File: src/design/lpfd_pkg.sv
package lpfd_pkg;

  localparam int unsigned HDR_BYTES        = 10;
  localparam int unsigned CHECK_AT         = 6;
  localparam int unsigned FILL_W           = 4;
  localparam int unsigned DEF_MAX_FRAME    = 65536;
  localparam int unsigned CFG_IDX_W        = 4;
  localparam int unsigned CFG_DATA_W       = 8;
  localparam int unsigned ID_W             = 32;

  typedef enum logic [1:0] {
    KIND_PAYLOAD = 2'd0,
    KIND_EMPTY   = 2'd1,
    KIND_DROP    = 2'd2
  } kind_e;

  typedef enum logic [1:0] {
    CAUSE_MAGIC   = 2'd0,
    CAUSE_VERSION = 2'd1,
    CAUSE_LENGTH  = 2'd2
  } cause_e;

  typedef enum logic [CFG_IDX_W-1:0] {
    REG_MAGIC   = 4'd0,
    REG_VERSION = 4'd1
  } reg_idx_e;

  typedef struct packed {
    kind_e            kind;
    logic [7:0]       data;
    logic [ID_W-1:0]  id;
    logic             last;
    cause_e           cause;
  } res_t;

endpackage

File: src/design/lpfd_if.sv
interface lpfd_byte_if;
  logic       valid;
  logic       ready;
  logic [7:0] rx_byte;

  modport source (output valid, output rx_byte, input ready);
  modport sink   (input valid, input rx_byte, output ready);
endinterface

interface lpfd_result_if;
  logic        valid;
  logic        ready;
  logic [1:0]  result_kind;
  logic [7:0]  payload_byte;
  logic [31:0] request_id;
  logic        frame_end;
  logic [1:0]  drop_cause;

  modport source (output valid, output result_kind, output payload_byte,
                  output request_id, output frame_end, output drop_cause,
                  input ready);
  modport sink   (input valid, input result_kind, input payload_byte,
                  input request_id, input frame_end, input drop_cause,
                  output ready);
endinterface

File: src/design/lpfd_core.sv
module lpfd_core
  import lpfd_pkg::*;
#(
  parameter int unsigned MAX_FRAME_BYTES = DEF_MAX_FRAME
) (
  input  logic                  clk_i,
  input  logic                  rst_ni,
  input  logic                  cfg_we_i,
  input  logic [CFG_IDX_W-1:0]  cfg_idx_i,
  input  logic [CFG_DATA_W-1:0] cfg_wdata_i,
  input  logic                  acc_i,
  input  logic [7:0]            byte_i,
  output logic                  res_valid_o,
  output res_t                  res_o
);

  localparam int unsigned PL_SPAN = MAX_FRAME_BYTES - HDR_BYTES + 1;
  localparam int unsigned PL_W    = (PL_SPAN > 1) ? $clog2(PL_SPAN) : 1;

  logic [7:0]        magic_q, version_q;
  logic [7:0]        win_q [HDR_BYTES];
  logic [7:0]        win_d [HDR_BYTES];
  logic [FILL_W-1:0] fill_q, fill_d;
  logic              in_payload_q, in_payload_d;
  logic [PL_W-1:0]   left_q, left_d;
  logic [ID_W-1:0]   rid_q, rid_d;
  logic [31:0]       len;

  always_ff @(posedge clk_i or negedge rst_ni) begin
    if (!rst_ni) begin
      magic_q   <= '0;
      version_q <= '0;
    end else if (cfg_we_i) begin
      if (cfg_idx_i == REG_MAGIC)   magic_q   <= cfg_wdata_i;
      if (cfg_idx_i == REG_VERSION) version_q <= cfg_wdata_i;
    end
  end

  assign len = {win_q[0], win_q[1], win_q[2], win_q[3]};

  always_comb begin
    win_d        = win_q;
    fill_d       = fill_q;
    in_payload_d = in_payload_q;
    left_d       = left_q;
    rid_d        = rid_q;
    res_valid_o  = 1'b0;
    res_o        = '0;
    if (acc_i) begin
      if (in_payload_q) begin
        res_valid_o = 1'b1;
        res_o.kind  = KIND_PAYLOAD;
        res_o.data  = byte_i;
        res_o.id    = rid_q;
        res_o.last  = (left_q <= PL_W'(1));
        if (left_q != '0) left_d = left_q - PL_W'(1);
        if (left_q <= PL_W'(1)) in_payload_d = 1'b0;
      end else begin
        win_d[fill_q] = byte_i;
        fill_d        = fill_q + FILL_W'(1);
        if (fill_q == FILL_W'(CHECK_AT - 1)) begin
          // check in order: magic, version, length
          if (win_q[4] != magic_q) begin
            res_valid_o = 1'b1;
            res_o.cause = CAUSE_MAGIC;
          end else if (byte_i != version_q) begin
            res_valid_o = 1'b1;
            res_o.cause = CAUSE_VERSION;
          end else if (len < HDR_BYTES || len > MAX_FRAME_BYTES) begin
            res_valid_o = 1'b1;
            res_o.cause = CAUSE_LENGTH;
          end
          if (res_valid_o) begin
            // drop the oldest byte, keep the other five
            res_o.kind = KIND_DROP;
            win_d[0]   = win_q[1];
            win_d[1]   = win_q[2];
            win_d[2]   = win_q[3];
            win_d[3]   = win_q[4];
            win_d[4]   = byte_i;
            win_d[5]   = '0;
            fill_d     = FILL_W'(CHECK_AT - 1);
          end
        end else if (fill_q == FILL_W'(HDR_BYTES - 1)) begin
          rid_d  = {win_q[6], win_q[7], win_q[8], byte_i};
          fill_d = '0;
          if (len <= HDR_BYTES) begin
            res_valid_o = 1'b1;
            res_o.kind  = KIND_EMPTY;
            res_o.id    = rid_d;
            res_o.last  = 1'b1;
          end else begin
            left_d       = PL_W'(len - HDR_BYTES);
            in_payload_d = 1'b1;
          end
        end
      end
    end
  end

  always_ff @(posedge clk_i or negedge rst_ni) begin
    if (!rst_ni) begin
      fill_q       <= '0;
      in_payload_q <= 1'b0;
      left_q       <= '0;
      rid_q        <= '0;
    end else begin
      fill_q       <= fill_d;
      in_payload_q <= in_payload_d;
      left_q       <= left_d;
      rid_q        <= rid_d;
    end
  end

  always_ff @(posedge clk_i) begin
    win_q <= win_d;
  end

  a_payload_nonzero: assert property (@(posedge clk_i) disable iff (!rst_ni)
    in_payload_q |-> (left_q != '0))
    else $error("payload mode with nothing left");

  a_fill_range: assert property (@(posedge clk_i) disable iff (!rst_ni)
    fill_q < FILL_W'(HDR_BYTES))
    else $error("header fill out of range");

  a_payload_exit: assert property (@(posedge clk_i) disable iff (!rst_ni)
    $fell(in_payload_q) |-> ($past(left_q) == PL_W'(1)))
    else $error("left payload mode early");

endmodule

File: src/design/lpfd_out_buf.sv
module lpfd_out_buf
  import lpfd_pkg::*;
(
  input  logic clk_i,
  input  logic rst_ni,
  input  logic push_i,
  input  res_t data_i,
  output logic space_o,
  output logic valid_o,
  input  logic ready_i,
  output res_t data_o
);

  res_t       ent_q [2];
  logic       wr_q, rd_q;
  logic [1:0] cnt_q;
  logic       pop;

  assign valid_o = (cnt_q != 2'd0);
  assign space_o = (cnt_q != 2'd2);
  assign pop     = valid_o && ready_i;
  assign data_o  = ent_q[rd_q];

  always_ff @(posedge clk_i or negedge rst_ni) begin
    if (!rst_ni) begin
      wr_q  <= 1'b0;
      rd_q  <= 1'b0;
      cnt_q <= 2'd0;
    end else begin
      if (push_i) wr_q <= ~wr_q;
      if (pop)    rd_q <= ~rd_q;
      cnt_q <= cnt_q + 2'(push_i) - 2'(pop);
    end
  end

  always_ff @(posedge clk_i) begin
    if (push_i) ent_q[wr_q] <= data_i;
  end

  a_no_overflow: assert property (@(posedge clk_i) disable iff (!rst_ni)
    push_i |-> (space_o || pop))
    else $error("push into full buffer");

  a_cnt_range: assert property (@(posedge clk_i) disable iff (!rst_ni)
    cnt_q != 2'd3)
    else $error("buffer count out of range");

  a_ptr_cnt: assert property (@(posedge clk_i) disable iff (!rst_ni)
    (cnt_q == 2'd1) |-> (wr_q != rd_q))
    else $error("pointers disagree with count");

endmodule

File: src/design/length_prefixed_frame_deframer.sv
// Length-prefixed frame deframer. Takes one stream byte per cycle while rx.ready
// is high, with no bubbles: every byte is processed in the cycle it is accepted
// and its result (if any) is registered in the output buffer. A two-entry
// output buffer parts the two sides, so rx.ready drops only when both entries
// hold results the sink has not taken yet. Outside a frame the block collects a
// 10-byte header (length, magic, version, request id). Magic, version and length
// are checked when byte six arrives; a failure drops the oldest byte and reports
// the cause (resync one byte at a time). A good header is followed by the
// payload bytes, each tagged with the request id, the last one marked with
// frame_end; a frame of header only gives one empty-frame marker. Write
// magic_value (index 0) and version_value (index 1) only while idle.
module length_prefixed_frame_deframer
  import lpfd_pkg::*;
#(
  parameter int unsigned MAX_FRAME_BYTES = DEF_MAX_FRAME
) (
  input  logic                  clk_i,
  input  logic                  rst_ni,
  input  logic                  cfg_we_i,
  input  logic [CFG_IDX_W-1:0]  cfg_idx_i,
  input  logic [CFG_DATA_W-1:0] cfg_wdata_i,
  lpfd_byte_if.sink             rx,
  lpfd_result_if.source         res
);

  logic acc;
  logic core_valid;
  res_t core_res;
  res_t buf_res;
  logic buf_space;

  // accept whenever the output buffer can take a result
  assign rx.ready = buf_space;
  assign acc      = rx.valid && rx.ready;

  lpfd_core #(
    .MAX_FRAME_BYTES(MAX_FRAME_BYTES)
  ) u_core (
    .clk_i       (clk_i),
    .rst_ni      (rst_ni),
    .cfg_we_i    (cfg_we_i),
    .cfg_idx_i   (cfg_idx_i),
    .cfg_wdata_i (cfg_wdata_i),
    .acc_i       (acc),
    .byte_i      (rx.rx_byte),
    .res_valid_o (core_valid),
    .res_o       (core_res)
  );

  // hold results until the sink takes the transaction
  lpfd_out_buf u_out_buf (
    .clk_i   (clk_i),
    .rst_ni  (rst_ni),
    .push_i  (core_valid),
    .data_i  (core_res),
    .space_o (buf_space),
    .valid_o (res.valid),
    .ready_i (res.ready),
    .data_o  (buf_res)
  );

  assign res.result_kind  = buf_res.kind;
  assign res.payload_byte = buf_res.data;
  assign res.request_id   = buf_res.id;
  assign res.frame_end    = buf_res.last;
  assign res.drop_cause   = buf_res.cause;

endmodule

File: src/flat_wrapper.sv
// flat-port wrapper written by rule: the top's interface ports become plain ports
module length_prefixed_frame_deframer_flat import lpfd_pkg::*;
#(
  parameter int unsigned MAX_FRAME_BYTES = DEF_MAX_FRAME
)
  (clk_i, rst_ni, cfg_we_i, cfg_idx_i, cfg_wdata_i, rx_valid, rx_rx_byte, rx_ready, res_valid, res_result_kind, res_payload_byte, res_request_id, res_frame_end, res_drop_cause, res_ready);
  lpfd_byte_if rx_i ();
  lpfd_result_if res_i ();
  input  logic clk_i;
  input  logic rst_ni;
  input  logic cfg_we_i;
  input  logic [CFG_IDX_W-1:0] cfg_idx_i;
  input  logic [CFG_DATA_W-1:0] cfg_wdata_i;
  input wire logic [$bits(rx_i.valid)-1:0] rx_valid;
  input wire logic [$bits(rx_i.rx_byte)-1:0] rx_rx_byte;
  output wire logic [$bits(rx_i.ready)-1:0] rx_ready;
  output wire logic [$bits(res_i.valid)-1:0] res_valid;
  output wire logic [$bits(res_i.result_kind)-1:0] res_result_kind;
  output wire logic [$bits(res_i.payload_byte)-1:0] res_payload_byte;
  output wire logic [$bits(res_i.request_id)-1:0] res_request_id;
  output wire logic [$bits(res_i.frame_end)-1:0] res_frame_end;
  output wire logic [$bits(res_i.drop_cause)-1:0] res_drop_cause;
  input wire logic [$bits(res_i.ready)-1:0] res_ready;
  assign rx_i.valid = rx_valid;
  assign rx_i.rx_byte = rx_rx_byte;
  assign rx_ready = rx_i.ready;
  assign res_valid = res_i.valid;
  assign res_result_kind = res_i.result_kind;
  assign res_payload_byte = res_i.payload_byte;
  assign res_request_id = res_i.request_id;
  assign res_frame_end = res_i.frame_end;
  assign res_drop_cause = res_i.drop_cause;
  assign res_i.ready = res_ready;
  length_prefixed_frame_deframer #(.MAX_FRAME_BYTES(MAX_FRAME_BYTES)) u_core (.clk_i(clk_i), .rst_ni(rst_ni), .cfg_we_i(cfg_we_i), .cfg_idx_i(cfg_idx_i), .cfg_wdata_i(cfg_wdata_i), .rx(rx_i), .res(res_i));
endmodule
File: config.mk
export PLATFORM = sky130hd
export DESIGN_NAME = length_prefixed_frame_deframer_flat
export DESIGN_NICKNAME = d
export VERILOG_FILES = /design/src/design/lpfd_pkg.sv /design/src/design/lpfd_if.sv /design/src/design/lpfd_core.sv /design/src/design/lpfd_out_buf.sv /design/src/design/length_prefixed_frame_deframer.sv /design/src/flat_wrapper.sv
export SDC_FILE = /design/constraint.sdc
export NUM_CORES = 1
export LEC_CHECK = 0
export BUFFER_PORTS_ARGS = -buffer_cell sky130_fd_sc_hd__buf_2
export CAP_MARGIN = 20
export CORE_MARGIN = 3
export CORE_UTILIZATION = 60
export CTS_BUF_LIST = sky130_fd_sc_hd__clkbuf_8
export DETAILED_ROUTE_END_ITERATION = 16
export MAX_ROUTING_LAYER = met4
export PLACE_DENSITY = 0.83
export REMOVE_ABC_BUFFERS = 1
export SETUP_SLACK_MARGIN = 0.5
export SLEW_MARGIN = 20
export SYNTH_ARGS = -nofsm -noshare
export SYNTH_HDL_FRONTEND = slang
export SYNTH_SLANG_ARGS = --single-unit
File: constraint.sdc
create_clock -name clk_i -period 10.8 [get_ports clk_i]
set_input_delay 0.54 -clock clk_i [delete_from_list [all_inputs] [get_ports clk_i]]
set_output_delay 0.54 -clock clk_i [all_outputs]
set_load 0.02 [all_outputs]
# Word level (Yosys, flattened, before mapping)
# Memories as Yosys holds them, arrays and structs flattened.
# Cells that the tools add are included.
# totals
elab_cells	105
memories	1
latchBits	0
output_inout_bits	47
mem_bits_rw	90
romBits	0
inputBits	25
register_bits	153
# classes
n_div	0
mux	47
reduce_logical	13
bitwise_logic	5
order_cmp	6
n_addsub	5
n_eq_ne	9
multipliers	0
n_shift	0
# mem_list
memory	words	word_bits	read_ports	rd_ports_with_merged_regs	write_ports	line_no	source
u_core.u_out_buf.ent_q	2	45	1	0	1	lpfd_out_buf.sv:14	res_t ent_q [2];
# op_table
op	n
$mux 33	4
$mux 48	2
$bwmux 80	1
$mux 16	5
$mux 45	1
$demux 8 s4	1
$gt 32x17->1 const B	1
$le 32x4->1 const B	1
$lt 32x4->1 const B	1
$mux 1	20
$le 16x1->1 const B	1
$mux 2	8
$mux 8	2
$ne 8x8->1	2
$reduce_bool 16->1	1
$sub 16x1->16 const B	1
$sub 16x4->16 const B	1
$mux 4	3
$ne 2x2->1 const B	3
$reduce_and 2->1	3
$ge 5x5->1 const B	1
$lt 5x1->1 const B	1
$not 4->5	1
$reduce_and 5->1	1
other kinds (13)	19

# Longest topological paths before layout
# logic_depth
word_depth	13
ltp_mapped	13
ltp_nobuf	12

# Modules after synthesis
# Synthesis repeated with hierarchy kept, for this count alone.
# hier_totals
hier_cells	776
area_unflattened_um2	10943.0
# by_module_without_submodules
module	cells_per_inst	area_each_um2	seq_area_each_um2	instances
lpfd_core	618	7292.0	3648.5	1
lpfd_out_buf	157	3644.7	2802.7	1
length_prefixed_frame_deframer	1	6.3	0.0	1

# Least setup slack after synthesis
# No wires, ideal clock.
# synth_timing
path_kind	register -> register
startpoint	register u_core.u_core.win_q (netlist bit u_core.u_core.len[14])
endpoint	memory u_core.u_out_buf.ent_q[0][0] (netlist name), enable pin
stages_incl_launch_ff	8
path_slack_ns	6.286
n_path_buf	1
setup_ns	0.448
t_arrival_ns	4.067
required_time_ns	10.352
period_less_slack_ns	4.514
cell_sequence	edfxtp_1 > or4_4 > a2111o_1 > or3_1 > buf_6 > o21ai_0 > o21ai_2 > nor2_1
# synth_via
elab_chain_len	13
elab_cells_between_ends	17
classes_between	order compare: 3; mux: 13; reduce/logical: 1
# synth_rtl
element	line_no	source
start, declared	lpfd_core.sv:21	logic [7:0] win_q [HDR_BYTES];
start signal, assigned	lpfd_core.sv:116	win_q <= win_d;
$lt 32x4->1 / $gt 32x17->1 (equally long branches)	lpfd_core.sv:69	end else if (len < HDR_BYTES || len > MAX_FRAME_BYTES) begin
$logic_or 1x1->1	lpfd_core.sv:69	
$mux 1	lpfd_core.sv:69	
$mux 1	lpfd_core.sv:66	end else if (byte_i != version_q) begin
$mux 1	lpfd_core.sv:63	if (win_q[4] != magic_q) begin
$mux 1	lpfd_core.sv:61	if (fill_q == FILL_W'(CHECK_AT - 1)) begin
$mux 1	lpfd_core.sv:50	if (in_payload_q) begin
$mux 1	lpfd_core.sv:49	if (acc_i) begin
$mux 1 *	lpfd_core.sv:61	
$mux 1 *	lpfd_core.sv:50	
$mux 1 *	lpfd_core.sv:49	
$mux 1 *	lpfd_out_buf.sv:37	if (push_i) ent_q[wr_q] <= data_i;
$mux 1 (implied by the code) *	lpfd_out_buf.sv:37	
end, declared	lpfd_out_buf.sv:14	
# Every way passes the cells marked *; elsewhere a longest branch is shown, timed or not. The select of a mux whose other input is x is not followed.

# Worst setup path after layout
# layout_timing
startpoint	register u_core.u_core.win_q (netlist bit u_core.u_core.len[14])
endpoint	memory u_core.u_out_buf.ent_q[0][32] (netlist name), enable pin
# Same word-level chain as after synthesis.

==> reports/results.ini <==
[run_status]
status=completed

[synthesis]
synth_warnings=0
avgSynthCellArea_um2=12.4
synthTopCellsByArea=edfxtp_1 (44%), dfrtp_1 (18%), mux2_2 (7.5%)
ys.flop_type=edfxtp_1
synth_cells=839
synth_edf_count=154
synth.distinct_cells=57
yosysTopAreaCell=edfxtp_1
ys_seq_elements=227
async_reset_ff_share_pct=32.2
ys_seq_area_share_pct=61.9
netlist_area_um2=10400
synth_top_area_share_pct=44.3

[power_and_ir_drop]
leakagePower_nw=4.54
seqPwrFrac_pct=47.8
power_density_nw_per_um2=245
vdd_drop_max_mv=0.125
power_switching_w=0.000967
power_frac_clock_pct=23.2
swShare_pct=34.1
p_comb_share_pct=28.9
p_int_w=0.00187

[worst_setup_path]
path_class=reg -> reg
timing.rr.start=u_core.u_core.len[14]
r2r_setup_slack_ps=7410
cp_max_fo=45
arrival_ps=3530
cp.required_ps=10940
worst_r2r_path_depth=7
crit_path_end_kind=flip-flop
cp-start-kind=flip-flop
r2r_end=u_core.u_out_buf.ent_q[0][32]

[die]
coreArea_um2=16800
start_util_pct=62.0
io_pins=72
die_area_um2=19000
die_h_um=138
row_count=47
die_w_um=138

[global_routing]
grt_pass1_vias=6533
grt_pass1_wl_um=34000
grt_use_total_pct=23.8
grt_max_degree=74
antenna_found_initial=0
grt-ovfl-total=0

[drt]
drc=0
drtAntennaViolNets=0
drtIter0Drc=602
viasPerCell=5.89
drt_pre_antenna_iters=5
wirelength_um=21600
route.vias.total=6808
drt-wirelength-per-cell_um=18.6

[sta]
setup_viol=0
min_period_ps=3390
slew_headroom_pct=28.1
rsz0062_at_grt=no
setup_ws_ps=7410
hold_viol=0
finalMaxSlewViolations=0
worst_slew_pin_slew_ps=1080
fmax_mhz=295
setup-tns-final_ps=0
fin_skew_ps=30.6
min_period_over_period_pct=31.4

[finish]
areaGrowthSynthToFinish_pct=11.3
final_util_pct=69.0
layout-drive-gt1-share_pct=23.2
fill_cells=1190
layoutNonFillerInstCount=1156
layout.nets=943
antenna_cells=0

[place]
io_buffer_count=71
dpl.cell_count=1090
place_congestion=0.880
place_ws_ps=7430
hpwl_um=13500

[cts]
clkTransAtPathRegs_ps=60
postCtsSetupRepairBufs=0
cts_root_buffer=clkbuf_8
cts_sinks=227
cts.path.max_buffers=3
cts_tree=built
clkLatencyLatePin_ps=530
ctsHoldBuffers=0
cts_max_level=2
ctsResizeCount=0
cts_buffers=36

[min_path]
hold_path.class=in -> async

[run]
drv_cap=0

-- critical path: stages (launching register included) --
cell and delay [ps]:
edfxtp_1 450, or4_4 600, a2111o_1 350, or3_1 500
o21ai_0 300, o21ai_2 180, nor2_4 100, buf_4 500
-- kinds of logic after synthesis --
family / synth area share (%)
adder cells (fa/ha/maj): 1.20
XOR/XNOR: 2.52
buffers and inverters: 2.53
flip-flops: 61.9
AO/OA/AOI/OAI: 8.34
multiplexers: 10.4
AND/OR/NAND/NOR: 13.1
-- power groups by stage --
| stage | sequential (W) | combinational [W] | clock [W] |
|---|---|---|---|
| 2_1_floorplan | 0.00133 | 0.000595 | 0 |
| 3_3_place_gp | 0.00136 | 0.000805 | 0 |
| 3_5_place_dp | 0.00137 | 0.000825 | 0 |
| 4_1_cts | 0.00136 | 0.000828 | 0.000674 |
| 5_1_grt | 0.00138 | 0.000913 | 0.000719 |
| 6_report | 0.00136 | 0.000821 | 0.000659 |
-- layout by cell type, fill, tap and decap left out, types with 16 or more instances in the layout --
cell	instances
nor2_1	25
xor2_1	16
nand2_1	148
edfxtp_1	154
dfrtp_1	72
o21ai_0	47
a22o_1	32
clkbuf_8	39
mux2_2	69
mux2i_1	31
buf_2	70
inv_1	33
-- synth_stat cells (5+ instances only) --
| cell | instances |
|---|---|
| a22o_1 | 32 |
| edfxtp_1 | 154 |
| nand3_1 | 13 |
| mux2_2 | 69 |
| inv_1 | 11 |
| nor3_2 | 5 |
| and3_1 | 8 |
| nand2_1 | 148 |
| xnor2_1 | 14 |
| nor4_1 | 15 |
| nor2_1 | 28 |
| dfrtp_1 | 73 |
| a21oi_1 | 13 |
| and2_1 | 15 |
| o21ai_0 | 47 |
| mux2i_1 | 31 |
| clkbuf_1 | 38 |
| nand2b_1 | 10 |
| nor3_1 | 14 |
| o22ai_1 | 8 |
| buf_1 | 5 |
| ha_1 | 10 |
| and4_4 | 5 |
| xor2_1 | 16 |
| nand4_1 | 5 |
-- sequential cells by signal, indices dropped and copies added, names as in the netlist --
register / count
u_core.u_out_buf.ent_q: 90
u_core.u_core.len: 32
u_core.u_core.rid_q: 32
u_core.u_core.win_q: 32
u_core.u_core.left_q: 16
u_core.u_core.magic_q: 8
u_core.u_core.version_q: 8
u_core.u_core.fill_q: 4
u_core.u_out_buf.cnt_q: 2
u_core.u_core.in_payload_q: 1
u_core.u_out_buf.rd_q: 1
u_core.u_out_buf.wr_q: 1
-- layer usage --
layer | up-vias | wire [µm] | part of all wire [%] | GRT usage, %
met5 | - | 0 | 0 | -
met4 | 0 | 392 | 1.8 | 7.24
met3 | 35 | 1440 | 6.7 | 4.35
met2 | 263 | 10600 | 49 | 37.2
met1 | 3303 | 9130 | 42 | 32.4
li1 | 3207 | - | - | -
-- stage by stage --
step,hold WS (ps),cell area [µm²],power (W)
floorplan,244,10200,0.00193
global placement,452,11000,0.00217
detailed placement,463,11000,0.00220
CTS,173,11600,0.00286
global route,224,11600,0.00301
finish,160,11600,0.00284
-- layout make-up --
type | instances | area (µm²) | share of cell area, %
multi-input cells | 551 | 3750 | 32.3
clock inverters | 27 | 119 | 1.02
flip-flops and latches | 227 | 6450 | 55.6
clock buffers | 39 | 537 | 4.62
inverters | 11 | 41.3 | 0.356
repair buffers | 81 | 433 | 3.73
well taps | 220 | 275 | 2.37
-- how the worst max path moves through the flow --
| stage | slack, ps | cells after the start | from | endpoint |
|---|---|---|---|---|
| finish | 7410 | 7 | u_core.u_core.len[14] | u_core.u_out_buf.ent_q[0][32] |
| global route | 7170 | 7 | u_core.u_core.len[5] | u_core.u_out_buf.ent_q[0][6] |
| CTS | 7410 | 7 | u_core.u_core.len[13] | u_core.u_out_buf.ent_q[1][30] |
| detailed placement | 7430 | 7 | u_core.u_core.len[14] | u_core.u_out_buf.ent_q[1][26] |
| global placement | 7510 | 7 | u_core.u_core.len[14] | u_core.u_out_buf.ent_q[0][41] |
| floorplan | 4440 | 6 | u_core.u_core.len[14] | u_core.u_out_buf.ent_q[0][0] |
(Power assumes the default switching activity.)
